===== src/rtl/core/crc_pkg.sv =====
// Shared types and constants for the CRC generate/check core.
// No dependencies; imported by every module of the core.
`default_nettype none

package crc_pkg;

  localparam int MAX_DEGREE = 32;
  localparam int DEG_W      = 6;
  localparam int REM_W      = 32;
  localparam int SEL_W      = $clog2(MAX_DEGREE);
  localparam int CFG_IDX_W  = 2;
  localparam int CFG_DATA_W = 32;

  // Depth of the item queue between front and back
  localparam int QDEPTH = 4;
  localparam int QPTR_W = $clog2(QDEPTH);
  localparam int QCNT_W = $clog2(QDEPTH + 1);

  localparam logic [CFG_IDX_W-1:0] CFG_DEGREE = 2'd0;
  localparam logic [CFG_IDX_W-1:0] CFG_POLY   = 2'd1;

  localparam logic [DEG_W-1:0] DEGREE_RESET = 6'd8;
  localparam logic [REM_W-1:0] POLY_RESET   = 32'd7;

  // One classified bit on its way to the divider
  typedef struct packed {
    logic data_bit;
    logic check;
    logic last;
  } item_t;

  // Divider setup derived from the configuration registers
  typedef struct packed {
    logic [SEL_W-1:0] top_sel;
    logic [REM_W-1:0] mask;
    logic [REM_W-1:0] gen;
  } cfg_t;

  typedef struct packed {
    logic full;
    logic empty;
  } q_status_t;

endpackage

`default_nettype wire


===== src/rtl/core/crc_front.sv =====
// Input stage: accepts items and classifies them for the item queue.
// Depends on crc_pkg.
`default_nettype none

module crc_front (
  input  wire logic          clk,
  input  wire logic          rst,
  input  wire logic          push,
  output logic               full,
  input  wire logic          data_bit,
  input  wire logic          mode,
  input  wire logic          last_bit,
  input  wire logic          q_full,
  output logic               q_push,
  output crc_pkg::item_t     q_item,
  output logic               front_valid
);
  import crc_pkg::*;

  logic  stage_valid;
  item_t stage_item;
  logic  accept;

  assign full   = stage_valid && q_full;
  assign accept = push && !full;
  assign q_push = stage_valid && !q_full;
  assign q_item = stage_item;
  assign front_valid = stage_valid;

  always_ff @(posedge clk) begin
    if (rst) begin
      stage_valid <= 1'b0;
    end else begin
      stage_valid <= accept || (stage_valid && q_full);
    end
  end

  always_ff @(posedge clk) begin
    if (accept) begin
      stage_item.data_bit <= data_bit;
      stage_item.check    <= mode;
      stage_item.last     <= last_bit;
    end
  end

endmodule

`default_nettype wire


===== src/rtl/core/crc_queue.sv =====
// Short item queue between the front and back stages.
// Depends on crc_pkg.
`default_nettype none

module crc_queue (
  input  wire logic              clk,
  input  wire logic              rst,
  input  wire logic              push,
  input  wire crc_pkg::item_t    push_item,
  input  wire logic              pop,
  output crc_pkg::item_t         head,
  output crc_pkg::q_status_t     status
);
  import crc_pkg::*;

  item_t             slots [QDEPTH];
  logic [QPTR_W-1:0] wr_ptr;
  logic [QPTR_W-1:0] rd_ptr;
  logic [QCNT_W-1:0] count;
  logic              do_push;
  logic              do_pop;

  assign status.full  = (count == QCNT_W'(QDEPTH));
  assign status.empty = (count == '0);
  assign head         = slots[rd_ptr];

  assign do_push = push && !status.full;
  assign do_pop  = pop && !status.empty;

  always_ff @(posedge clk) begin
    if (rst) begin
      wr_ptr <= '0;
      rd_ptr <= '0;
      count  <= '0;
    end else begin
      if (do_push) begin
        wr_ptr <= (wr_ptr == QPTR_W'(QDEPTH - 1)) ? '0 : wr_ptr + 1'b1;
      end
      if (do_pop) begin
        rd_ptr <= (rd_ptr == QPTR_W'(QDEPTH - 1)) ? '0 : rd_ptr + 1'b1;
      end
      case ({do_push, do_pop})
        2'b10:   count <= count + 1'b1;
        2'b01:   count <= count - 1'b1;
        default: count <= count;
      endcase
    end
  end

  always_ff @(posedge clk) begin
    if (do_push) begin
      slots[wr_ptr] <= push_item;
    end
  end

endmodule

`default_nettype wire


===== src/rtl/core/crc_back.sv =====
// Back stage: shift-and-XOR divider and the result register.
// Depends on crc_pkg.
`default_nettype none

module crc_back (
  input  wire logic                      clk,
  input  wire logic                      rst,
  input  wire crc_pkg::cfg_t             cfg,
  input  wire crc_pkg::item_t            head,
  input  wire logic                      q_empty,
  output logic                           take,
  input  wire logic                      pop,
  output logic                           empty,
  output logic [crc_pkg::REM_W-1:0]      remainder,
  output logic                           crc_error
);
  import crc_pkg::*;

  logic [REM_W-1:0] shift_rem;
  logic [REM_W-1:0] rem_cur;
  logic [REM_W-1:0] rem_next;
  logic             top;
  logic             feedback;
  logic             out_valid;

  // Non-last bits never need the result register
  assign take  = !q_empty && (!head.last || !out_valid || pop);
  assign empty = !out_valid;

  always_comb begin
    rem_cur = shift_rem & cfg.mask;
    top     = rem_cur[cfg.top_sel];
    if (head.check) begin
      feedback = top;
      rem_next = ((rem_cur << 1) | REM_W'(head.data_bit)) & cfg.mask;
    end else begin
      feedback = top ^ head.data_bit;
      rem_next = (rem_cur << 1) & cfg.mask;
    end
    if (feedback) begin
      rem_next = rem_next ^ cfg.gen;
    end
  end

  always_ff @(posedge clk) begin
    if (rst) begin
      shift_rem <= '0;
      out_valid <= 1'b0;
    end else begin
      if (take) begin
        // clear the divider once the codeword ends
        shift_rem <= head.last ? '0 : rem_next;
      end
      if (take && head.last) begin
        out_valid <= 1'b1;
      end else if (pop) begin
        out_valid <= 1'b0;
      end
    end
  end

  always_ff @(posedge clk) begin
    if (take && head.last) begin
      remainder <= rem_next;
      crc_error <= head.check && (rem_next != '0);
    end
  end

endmodule

`default_nettype wire


===== src/rtl/core/crc_generate_and_check_core.sv =====
// CRC generate/check core: front stage, item queue, divider back stage.
// Path of a last bit: front stage register, queue, divider, result register.
// Throughput: one bit per cycle (shift-and-XOR divider) unless a result is held.
// Reset (rst, synchronous): queue and result empty, divider remainder zero,
// degree 8, poly 7.
// Depends on crc_pkg, crc_front, crc_queue, crc_back.
`default_nettype none

module crc_generate_and_check_core (
  input  wire logic                           clk,
  input  wire logic                           rst,
  input  wire logic                           push,
  output logic                                full,
  input  wire logic                           data_bit,
  input  wire logic                           mode,
  input  wire logic                           last_bit,
  output logic                                empty,
  input  wire logic                           pop,
  output logic [crc_pkg::REM_W-1:0]           remainder,
  output logic                                crc_error,
  input  wire logic                           cfg_we,
  input  wire logic [crc_pkg::CFG_IDX_W-1:0]  cfg_addr,
  input  wire logic [crc_pkg::CFG_DATA_W-1:0] cfg_data
);
  import crc_pkg::*;

  logic [DEG_W-1:0] degree;
  logic [REM_W-1:0] poly;
  logic [DEG_W-1:0] deg_eff;
  logic [DEG_W-1:0] deg_m1;
  cfg_t             cfg;

  item_t     q_item;
  item_t     head;
  q_status_t q_status;
  logic      q_push;
  logic      take;
  logic      front_valid;

  always_ff @(posedge clk) begin
    if (rst) begin
      degree <= DEGREE_RESET;
      poly   <= POLY_RESET;
    end else if (cfg_we) begin
      case (cfg_addr)
        CFG_DEGREE: degree <= cfg_data[DEG_W-1:0];
        CFG_POLY:   poly   <= cfg_data[REM_W-1:0];
        default:    ;
      endcase
    end
  end

  // Clamp degree to 1..MAX_DEGREE
  always_comb begin
    if (degree == '0) begin
      deg_eff = DEG_W'(1);
    end else if (degree > DEG_W'(MAX_DEGREE)) begin
      deg_eff = DEG_W'(MAX_DEGREE);
    end else begin
      deg_eff = degree;
    end
    deg_m1      = deg_eff - 1'b1;
    cfg.top_sel = deg_m1[SEL_W-1:0];
    cfg.mask    = {REM_W{1'b1}} >> (DEG_W'(REM_W - 1) - deg_m1);
    cfg.gen     = poly & cfg.mask;
  end

  crc_front u_front (
    .clk         (clk),
    .rst         (rst),
    .push        (push),
    .full        (full),
    .data_bit    (data_bit),
    .mode        (mode),
    .last_bit    (last_bit),
    .q_full      (q_status.full),
    .q_push      (q_push),
    .q_item      (q_item),
    .front_valid (front_valid)
  );

  crc_queue u_queue (
    .clk       (clk),
    .rst       (rst),
    .push      (q_push),
    .push_item (q_item),
    .pop       (take),
    .head      (head),
    .status    (q_status)
  );

  crc_back u_back (
    .clk       (clk),
    .rst       (rst),
    .cfg       (cfg),
    .head      (head),
    .q_empty   (q_status.empty),
    .take      (take),
    .pop       (pop),
    .empty     (empty),
    .remainder (remainder),
    .crc_error (crc_error)
  );

  a_take_needs_item: assert property (@(posedge clk) disable iff (rst)
    take |-> !q_status.empty)
    else $error("divider took an item from an empty queue");

  a_last_gives_result: assert property (@(posedge clk) disable iff (rst)
    (take && head.last) |=> !empty)
    else $error("last bit taken but no result waiting");

  a_full_means_held: assert property (@(posedge clk) disable iff (rst)
    full |-> (front_valid && q_status.full))
    else $error("input stalled without a held item");

  a_push_into_full: assert property (@(posedge clk) disable iff (rst)
    (q_push && !take) |-> !q_status.full)
    else $error("front pushed into a full queue");

endmodule

`default_nettype wire

===== config.mk =====
export PLATFORM = sky130hd
export DESIGN_NAME = crc_generate_and_check_core
export DESIGN_NICKNAME = d
export VERILOG_FILES = /design/src/rtl/core/crc_pkg.sv /design/src/rtl/core/crc_front.sv /design/src/rtl/core/crc_queue.sv /design/src/rtl/core/crc_back.sv /design/src/rtl/core/crc_generate_and_check_core.sv
export SDC_FILE = /design/constraint.sdc
export NUM_CORES = 1
export LEC_CHECK = 0
export ABC_AREA = 1
export BUFFER_PORTS_ARGS = -buffer_cell sky130_fd_sc_hd__buf_2
export CORE_MARGIN = 2
export CORE_UTILIZATION = 45
export CTS_BUF_LIST = sky130_fd_sc_hd__clkbuf_8
export CTS_CLUSTER_DIAMETER = 100
export DETAILED_ROUTE_END_ITERATION = 7
export GPL_TIMING_DRIVEN = 0
export PLACE_DENSITY = 0.72
export SYNTH_ARGS = -nofsm -noshare
export SYNTH_HDL_FRONTEND = slang
export SYNTH_SLANG_ARGS = --single-unit

===== constraint.sdc =====
create_clock -name clk -period 5.1 [get_ports clk]
set_input_delay 0.255 -clock clk [delete_from_list [all_inputs] [get_ports clk]]
set_output_delay 0.255 -clock clk [all_outputs]
set_load 0.01 [all_outputs]

==> flow_summary.json, run 1 <==
{
  "p_seq_share_pct": 38.1,
  "post-dp-hpwl_um": 13400,
  "grt_max_degree": 35,
  "timing.final.crit_period_ns": 4.77,
  "cts_buffers": 17,
  "cts_tree": "yes",
  "hp-class": "input port to flop",
  "dr.first_iter.drc_count": 477,
  "avgViaCountPerCell": 5.12,
  "drv_cap": 0,
  "cts_htree_levels": 4,
  "placed_cells": 1136,
  "drtPass1Iterations": 7,
  "p_leak_nw": 3.27,
  "ant_nets": 0,
  "crit_path_max_incr_delay_ns": 0.44,
  "synthArstFlopShare_pct": 0,
  "power_frac_comb_pct": 37.1,
  "rsz0062_at_grt": "false",
  "setup_viol": 0,
  "p_clk_share_pct": 24.8,
  "yosys_warnings": 0,
  "crit_required_ns": 5.33,
  "syn_area_sq_mm": 0.00663,
  "pin_count": 77,
  "end_kind": "flop",
  "num_rows": 44,
  "powerDensity_mw_per_mm2": 468,
  "power.switching_w": 0.00144,
  "cp.arrival_ns": 5.00,
  "syn_inst": 877,
  "utilization_pct": 53.2,
  "drive_gt1_share_pct": 14.7,
  "nNetsFinal": 1028,
  "yosysSeqAreaShare_pct": 46.2,
  "r2r_slack_ns": 0.33,
  "grt_use_total_pct": 23.5,
  "final.period_utilization_pct": 93.5,
  "gp_congestion": 0.992,
  "worstSetupPathType": "flop to flop",
  "p_sw_share_pct": 40.0,
  "p_int_w": 0.00216,
  "insertion_delay_ns": 0.47,
  "fmax_mhz": 210,
  "synth_top_area_share_pct": 24.5,
  "clock_sinks": 129,
  "relSlewSlack_pct": 48.8,
  "synthFlopType": "dfxtp_1",
  "io_buffers": 75,
  "synth_edf_count": 48,
  "outcome": "finished clean",
  "start_kind": "flop",
  "num_vias": 5995,
  "antenna_found_initial": 0,
  "crit_slowest_cell": "ha_2",
  "ys_types": 38,
  "grt_pass1_wl_um": 28600,
  "syn_avg_cell_area_sq_um": 7.56,
  "syn_to_final_growth_pct": 16.2,
  "overflow": 0,
  "synth.area.top_cells": "dfxtp_1 (24%), edfxtp_1 (22%), nand2_1 (14%), nor2_1 (7.1%), nand3_1 (5.7%)",
  "crit_path_frequent_cell": "nand2_1",
  "die_x_um": 125,
  "synth-seq-cells": 129,
  "coreArea_sq_mm": 0.0145,
  "antenna_cells": 0,
  "crit_path_max_fanout": 10,
  "stdcell_count": 1172,
  "tns_ns": 0,
  "peakVddDrop_mv": 0.260,
  "tightest_slew_ns": 0.768,
  "cts_buffer_depth": 2,
  "setup_slack_ns": 0.331,
  "seq_area_sq_mm": 0.00306,
  "fin_area_sq_mm": 0.00770,
  "dpl_worst_slack_ns": -0.283,
  "nFillCells": 1447,
  "wirelength_um": 18100,
  "multi_input_area_sq_mm": 0.00311,
  "place_area_sq_mm": 0.00723,
  "post-route-drc-count": 0,
  "yosysTopAreaCell": "dfxtp_1",
  "start_util_pct": 45.8,
  "cts_setup_buffers": 0,
  "dieArea_sq_mm": 0.0157,
  "maxSlewViolCount": 0,
  "finalClockSkew_ns": 0.0151,
  "root_buffer": "clkbuf_8",
  "wl_per_cell_um": 15.4,
  "fp.dieH_um": 125,
  "clk_pin_slew_worst_paths_ns": 0.08,
  "hold_viol": 0,
  "syn-num-nets": 930,
  "first_global_vias": 5465
}
==> power groups by stage <==
stage                     clock, W  sequential, W  combinational, W
final                     0.000893        0.00137           0.00134
after global routing      0.000948        0.00139           0.00147
after CTS                 0.000908        0.00138           0.00133
after detailed placement         0        0.00140           0.00132
after global placement           0        0.00140           0.00131
after floorplan                  0        0.00145          0.000789
==> metrics by stage <==
step / hold WS [ns] / total power, W
2_1_floorplan: 0.354 / 0.00224
3_3_place_gp: 0.434 / 0.00270
3_5_place_dp: 0.434 / 0.00272
4_1_cts: 0.00426 / 0.00361
5_1_grt: 0.0255 / 0.00381
6_report: 0.0306 / 0.00360
==> registers in the layout, indices dropped and copies added, names as in the netlist, named ones only <==
signal               cells
u_front.q_item           3
u_back.remainder        32
u_front.front_valid      1
u_back.out_valid         1
u_back.crc_error         1
u_back.shift_rem        32
u_queue.rd_ptr           2
degree                   6
u_queue.wr_ptr           2
u_queue.slots           12
poly                    32
u_queue.count            3
==> logic make-up (layout without fill, tap and decap cells) <==
logic type	Yosys count	count (layout)	synth area share (%)
AND/OR/NAND/NOR	487	487	30.9
adder cells (fa/ha/maj)	11	11	2.19
flip-flops	129	129	46.2
buffers and inverters	102	213	6.91
AO/OA/AOI/OAI	116	116	9.55
XOR/XNOR	32	32	4.23
==> repair_timing <==
item	CTS	global route
gates cloned	0	0
resized for setup	1	4
hold endpoints to repair	6	0
hold buffers	6	0
setup endpoints to repair	1	1
==> per-layer routing <==
layer  wire length [um]  global-route usage [%]  vias to the layer above
met5                  0                       0                        -
met4                472                    9.80                        0
met1               8430                    32.0                     2716
met3                988                    4.07                       31
li1                   -                       -                     3071
met2               8170                    37.2                      177
==> synthesized netlist by cell type (6+ instances only) <==
cell type / n
a21oi_1: 48
and3_1: 8
buf_2: 6
buf_6: 7
clkbuf_1: 20
dfxtp_1: 81
edfxtp_1: 48
ha_1: 10
inv_1: 57
nand2_1: 246
nand2_2: 6
nand3_1: 76
nand4_1: 13
nor2_1: 125
o21ai_0: 47
o21ai_1: 7
xnor2_1: 26
xor2_1: 6
==> layout by cell type (no fill, tap or decap), types with 20 or more instances in the layout <==
cell type	count
buf_2	81
clkbuf_8	20
nand3_1	76
edfxtp_1	48
xnor2_1	26
nor2_1	124
inv_1	57
o21ai_0	47
dfxtp_1	81
nand2_1	246
a21oi_1	48
==> cell type report <==
type | count | area share [%]
multi-input cells | 646 | 40.4
flip-flops and latches | 129 | 39.8
repair buffers | 81 | 5.65
clock buffers | 20 | 3.57
well taps | 184 | 2.99
inverters | 61 | 2.97
plain buffers | 39 | 2.92
clock inverters | 12 | 1.71
==> path summary, 6_finish.rpt <==
path / start / to / depth (start not counted)
setup / recovery: degree[2] / u_back.crc_error / 30
hold / removal: cfg_data[3] / degree[3] / 3
setup reg to reg: degree[2] / u_back.crc_error / 30
hold reg to reg: u_queue.count[0] / u_queue.count[0] / 1
==> worst max-delay path: cells and delay by family, from the launching register on <==
kind	cells	cell delay (ns)
AO/OA/AOI/OAI	2	0.29
buffers and inverters	6	0.99
flip-flops	1	0.42
AND/OR/NAND/NOR	20	2.11
adder cells (fa/ha/maj)	2	0.71
Note: power is estimated with default switching activity, not from simulation.
==> run 2: changes to the inputs <==
--- a/config.mk
+++ b/config.mk
@@ -14,6 +14,8 @@
 export DETAILED_ROUTE_END_ITERATION = 7
 export GPL_TIMING_DRIVEN = 0
 export PLACE_DENSITY = 0.72
+export REMOVE_ABC_BUFFERS = 1
 export SYNTH_ARGS = -nofsm -noshare
 export SYNTH_HDL_FRONTEND = slang
+export SYNTH_HIERARCHICAL = 1
 export SYNTH_SLANG_ARGS = --single-unit
==> run 2 against run 1 <==
Synthesized cell count rose by 7.3%. First-iteration DRC count grew 8.6%. Global-route usage down 2.8 points. Sequential power barely moved. Critical path type unchanged. Via count grew 3.6%. Cell area increased by 3.5%. Utilization shrank 1.1 points. Die area grew 7.2%.
==> flow_summary.json, run 2 <==
{
  "relSlewSlack_pct": 19.1,
  "synth_fa_ha_area_share_pct": 1.86,
  "wl_per_cell_um": 14.0,
  "hold_path_end": "degree[3]",
  "maxSlewViolCount": 0,
  "synthFlopType": "dfxtp_1",
  "power_frac_comb_pct": 39.4,
  "drive_gt1_share_pct": 19.2,
  "largest_registers": "poly: 32 flops, u_back/remainder: 32 flops, u_back/shift_rem: 32 flops",
  "crit_path_max_fanout": 18,
  "synth_top_family_by_area": "simple AND/OR/NAND/NOR gates",
  "grt_pass1_wl_um": 27300,
  "p_seq_share_pct": 38.4,
  "end_kind": "flop",
  "p_sw_share_pct": 42.9,
  "drv_cap": 0,
  "start_kind": "flop",
  "synth_most_common_cell": "nand2_1",
  "reg2reg_from": "degree[2]",
  "root_buffer": "clkbuf_8",
  "ant_nets": 0,
  "post-route-drc-count": 0,
  "grt_use_total_pct": 20.7,
  "crit_required_ns": 5.32,
  "ys_types": 40,
  "syn_area_sq_mm": 0.00712,
  "clk_pin_slew_worst_paths_ns": 0.08,
  "cts_htree_levels": 4,
  "r2r_slack_ns": 0.45,
  "layout_commonest_cell": "nand2_1",
  "num_rows": 45,
  "fin_area_sq_mm": 0.00797,
  "synthSimpleGateAreaFrac_pct": 31.1,
  "worstPathBufferInverterCount": 5,
  "synth_xor_area_share_pct": 3.94,
  "r2r_cells": 31,
  "synth-seq-cells": 129,
  "hp-class": "input port to flop",
  "p_int_w": 0.00206,
  "r2r-end": "u_back/crc_error",
  "dieArea_sq_mm": 0.0168,
  "io_buffers": 76,
  "crit_slowest_cell": "dfxtp_1",
  "worstSetupPathType": "flop to flop",
  "tightest_slew_ns": 1.21,
  "overflow": 0,
  "setup_viol": 0,
  "syn_inst": 941,
  "synth_compound_area_share_pct": 8.91,
  "avgViaCountPerCell": 5.05,
  "peakVddDrop_mv": 0.331,
  "hold_depth": 3,
  "clock_sinks": 129,
  "outcome": "finished clean",
  "dr.first_iter.drc_count": 518,
  "post-dp-hpwl_um": 11500,
  "yosysTopAreaCell": "dfxtp_1",
  "timing.final.crit_period_ns": 4.65,
  "synth_edf_count": 48,
  "coreArea_sq_mm": 0.0153,
  "first_global_vias": 5632,
  "wirelength_um": 17200,
  "fmax_mhz": 215,
  "place_area_sq_mm": 0.00753,
  "fp.dieH_um": 130,
  "tns_ns": 0,
  "nNetsFinal": 1057,
  "antenna_cells": 0,
  "utilization_pct": 52.1,
  "syn_avg_cell_area_sq_um": 7.57,
  "synth_mux_area_share_pct": 0,
  "layout_common_cells": "nand2_1 (182), inv_1 (128), nand3_1 (124), nor2_1 (83), dfxtp_1 (81)",
  "final.period_utilization_pct": 91.2,
  "synthArstFlopShare_pct": 0,
  "yosysSeqAreaShare_pct": 43.0,
  "gp_congestion": 0.847,
  "crit_path_max_incr_delay_ns": 0.35,
  "insertion_delay_ns": 0.46,
  "cp.arrival_ns": 4.87,
  "drtPass1Iterations": 5,
  "cts_buffers": 17,
  "rsz0062_at_grt": "false",
  "start_util_pct": 46.5,
  "hp-start": "cfg_data[3]",
  "netlist_top_cells_count": "nand2_1 (182), inv_1 (129), nand3_1 (124), nor2_1 (86), dfxtp_1 (81)",
  "antenna_found_initial": 0,
  "yosys_warnings": 6,
  "cts_buffer_depth": 2,
  "p_leak_nw": 3.66,
  "pin_count": 77,
  "cts_tree": "yes",
  "power.switching_w": 0.00155,
  "cp-startpoint": "degree[2]",
  "hold_viol": 0,
  "p_clk_share_pct": 22.2,
  "grt_max_degree": 55,
  "cp_top_family": "simple AND/OR/NAND/NOR gates",
  "synth.area.top_cells": "dfxtp_1 (23%), edfxtp_1 (20%), nand2_1 (9.6%), nand3_1 (8.7%), inv_1 (6.8%)",
  "syn_to_final_growth_pct": 11.9,
  "totalPowerFinal_w": 0.00361,
  "synth_top_area_share_pct": 22.8,
  "num_vias": 6210,
  "die_x_um": 130,
  "powerDensity_mw_per_mm2": 453,
  "finalClockSkew_ns": 0.0149
}
run 2: cell types whose count changed after synthesis, moves of 6 or more:
cell	change
inv_1	+72
nand2_1	-64
nand3_1	+48
nor2_1	-39
nand2_2	+38
a21oi_1	+22
and3_1	-8
nand4_1	-8
nand3_2	+7
o21ai_0	-6
o21ai_1	-6
run 2: routing by layer:
metal | up-vias | global-route usage [%] | wire (um)
met5 | - | 0 | 0
met4 | 0 | 8.67 | 406
met3 | 25 | 4.96 | 1020
met2 | 195 | 33.1 | 7840
met1 | 2850 | 26.9 | 7940
li1 | 3140 | - | -
run 2: final cells by class:
class	count	area, sq um
Clock buffer	17	234
Tap cell	211	264
Fill cell	1519	7340
Clock inverter	15	123
Sequential cell	129	3060
Inverter	137	528
Timing Repair Buffer	81	433
Multi-Input combinational cell	639	3330
run 2: per-stage QoR:
step | worst slack [ns] | hold WS [ns] | cells
3_3_place_gp | -0.186 | 0.432 | 1190
6_report | 0.447 | 0.0214 | 1229
2_1_floorplan | 1.20 | 0.317 | 903
3_5_place_dp | -0.235 | 0.434 | 1191
4_1_cts | 0.262 | 0.00385 | 1227
5_1_grt | 0.0707 | 0.0142 | 1229
run 2: worst reg2reg max path: cells and delay by family (launching register included):
| kind | cells | cell delay [ns] |
|---|---|---|
| flip-flops | 1 | 0.35 |
| AND/OR/NAND/NOR | 25 | 3.30 |
| adder cells (fa/ha/maj) | 1 | 0.27 |
| buffers and inverters | 5 | 0.48 |
run 2: how the worst max path moves through the flow:
stage                             endpoint  slack (ns)  cells after the start
after floorplan           u_back/crc_error        1.20                     32
after global placement    u_back/crc_error       -0.19                     32
after detailed placement  u_back/crc_error       -0.23                     32
after CTS                 u_back/crc_error        0.26                     31
after global routing      u_back/crc_error        0.07                     33
final                     u_back/crc_error        0.45                     31
run 2: logic make-up after synthesis:
kind of cell / Yosys count
and+or+nand+nor: 469
buffers and inverters: 178
DFF: 129
AOI/OAI and AO/OA: 122
xor gates and xnor gates: 32
adders and majority gates: 10
other: 1
run 2: repair_timing:
item | in CTS | in global routing
pin swaps | 0 | 1
cloned | 0 | 2
gates resized for setup | 2 | 3
endpoints found under the hold margin | 3 | 0
hold buffers | 3 | 0
buffers inserted | 1 | 0
endpoints found under the setup margin | 1 | 1
run 2: power by group through the flow:
stage	Clock (W)	Sequential [W]	Combinational, W
after detailed placement	0	0.00142	0.00136
after floorplan	0	0.00146	0.000822
after global placement	0	0.00141	0.00131
final	0.000801	0.00139	0.00142
after CTS	0.000820	0.00139	0.00137
after global routing	0.000864	0.00141	0.00157
==> run 3: changes to the inputs <==
--- a/config.mk
+++ b/config.mk
@@ -12,7 +12,6 @@
 export CTS_BUF_LIST = sky130_fd_sc_hd__clkbuf_8
 export CTS_CLUSTER_DIAMETER = 100
 export DETAILED_ROUTE_END_ITERATION = 7
-export GPL_TIMING_DRIVEN = 0
 export PLACE_DENSITY = 0.72
 export REMOVE_ABC_BUFFERS = 1
 export SYNTH_ARGS = -nofsm -noshare
==> constraint.sdc (replaced) <==
create_clock -name clk -period 5 [get_ports clk]
set_input_delay 0.25 -clock clk [delete_from_list [all_inputs] [get_ports clk]]
set_output_delay 0.25 -clock clk [all_outputs]
set_load 0.01 [all_outputs]
==> run 3 against run 2 <==
Setup slack gained 0.029 ns. Sequential share of layout area is 0.072 points lower. Sequential cell count stayed put. Worst hold slack lost 0.0020 ns. Clock-buffer cell count unchanged. Cell area increased by 0.19%. Critical path depth unchanged. Combinational power about the same. Via count barely moved. Global-route usage up 0.37 points. Die area is the same. Critical path type unchanged. Largest power group is now registers.
==> flow_summary.json, run 3 (synthesis results as in run 2) <==
{
  "hold_viol": 0,
  "worstSetupPathType": "flop to flop",
  "end_kind": "flop",
  "wirelength_um": 17200,
  "utilization_pct": 52.1,
  "clk_pin_slew_worst_paths_ns": 0.07,
  "num_rows": 45,
  "cts_tree": "yes",
  "tns_ns": 0,
  "worstPathBufferInverterCount": 4,
  "peakVddDrop_mv": 0.295,
  "gp_congestion": 0.928,
  "grt_use_met3_pct": 5.04,
  "globalRoute.busiestLayer": "met2",
  "cts_setup_buffers": 0,
  "cts_buffers": 17,
  "antenna_cells": 0,
  "crit_required_ns": 5.22,
  "die_x_um": 130,
  "nFillCells": 1543,
  "nNetsFinal": 1061,
  "multi_input_area_sq_mm": 0.00329,
  "avgViaCountPerCell": 5.04,
  "cts_buffer_depth": 2,
  "tightest_slew_ns": 1.18,
  "p_leak_nw": 3.68,
  "first_global_vias": 5673,
  "syn_to_final_growth_pct": 12.1,
  "layout_commonest_cell": "nand2_1",
  "layout_common_cells": "nand2_1 (182), inv_1 (129), nand3_1 (124), nor2_1 (85), dfxtp_1 (81)",
  "grt_use_total_pct": 21.0,
  "place_area_sq_mm": 0.00757,
  "crit_slowest_cell": "dfxtp_1",
  "finalClockSkew_ns": 0.0102,
  "rsz0062_at_grt": "false",
  "relSlewSlack_pct": 21.4,
  "maxSlewViolCount": 0,
  "hold_ws_ns": 0.0193,
  "outcome": "finished clean",
  "powerDensity_mw_per_mm2": 458,
  "timing.final.crit_period_ns": 4.52,
  "insertion_delay_ns": 0.46,
  "largest_registers": "poly: 32 flops, u_back/remainder: 32 flops, u_back/shift_rem: 32 flops",
  "start_util_pct": 46.5,
  "root_buffer": "clkbuf_8",
  "wl_per_cell_um": 13.9,
  "crit_path_frequent_cell": "nand2_1",
  "seq_area_sq_mm": 0.00306,
  "antenna_found_initial": 0,
  "dieArea_sq_mm": 0.0168,
  "pin_count": 77,
  "io_buffers": 76,
  "drive_gt1_share_pct": 19.2,
  "overflow": 0,
  "hp-class": "input port to flop",
  "dr.first_iter.drc_count": 458,
  "drv_cap": 0,
  "use_met1_pct": 27.8,
  "coreArea_sq_mm": 0.0153,
  "post-dp-hpwl_um": 12400,
  "drtPass1Iterations": 6,
  "setup_viol": 0,
  "crit_path_max_incr_delay_ns": 0.34,
  "fin_area_sq_mm": 0.00799,
  "fmax_mhz": 221,
  "clock_sinks": 129,
  "fp.dieH_um": 130,
  "cp_top_family": "simple AND/OR/NAND/NOR gates",
  "grt_pass1_wl_um": 27600,
  "ant_nets": 0,
  "grt_max_degree": 40,
  "crit_path_max_fanout": 31,
  "cp.arrival_ns": 4.74,
  "grt_util_met2_pct": 33.2,
  "cts_htree_levels": 4,
  "start_kind": "flop",
  "final.period_utilization_pct": 90.5,
  "num_vias": 6209,
  "post-route-drc-count": 0,
  "totalPowerFinal_w": 0.00366
}
==> run 3: cell count changes in the layout (fill, tap and decap cells not counted), moves of 2 or more <==
cell	previous run	this run
inv_6	2	6
clkinv_4	5	3
nor2_2	8	6
buf_4	1	7
nor2_1	83	85
inv_2	7	5
==> run 3: worst reg2reg max path, delay by kind of cell (launching register included) <==
kind                     cells  cell delay, ns
adder cells (fa/ha/maj)      1            0.27
buffers and inverters        4            0.35
AND/OR/NAND/NOR             26            3.35
flip-flops                   1            0.34
==> run 3: power breakdown <==
part / leakage, nW / switching, W / internal, W
Combinational: 2.39 / 0.00103 / 0.000379
Clock: 0.179 / 0.000436 / 0.000396
Sequential: 1.11 / 0.0000842 / 0.00133
==> run 3: final cells by class <==
class                   count  share of cell area [%]
multi-input cells         637                    41.2
flip-flops and latches    129                    38.4
well taps                 211                    3.31
inverters                 137                    6.56
clock buffers              17                    2.93
repair buffers             87                    5.92
clock inverters            15                    1.71
==> run 3: layer usage <==
layer  up-vias  part of all wire (%)
met4         0                   2.3
li1       3140                     -
met5         -                     0
met1      2844                    46
met3        37                   5.8
met2       188                    46
==> run 3: final timing paths <==
path | start | endpoint | slack [ns] | cells past startpoint
worst max-delay path | degree[2] | u_back/crc_error | 0.48 | 31
worst min-delay path | cfg_data[8] | poly[8] | 0.02 | 3
worst max register to register | degree[2] | u_back/crc_error | 0.48 | 31
worst min register to register | poly[31] | poly[31] | 0.47 | 2
==> run 3: metrics by stage <==
stage                     cells  worst slack [ns]
after floorplan             903              1.10
after global placement     1197             0.633
after detailed placement   1197             0.491
after CTS                  1233             0.460
after global routing       1233            0.0129
final                      1233             0.476
==> run 3: what timing repair did <==
action	CTS	global route
hold buffers	4	0
hold endpoints to repair	4	0
gates resized for setup	0	1
setup endpoints to repair	0	1
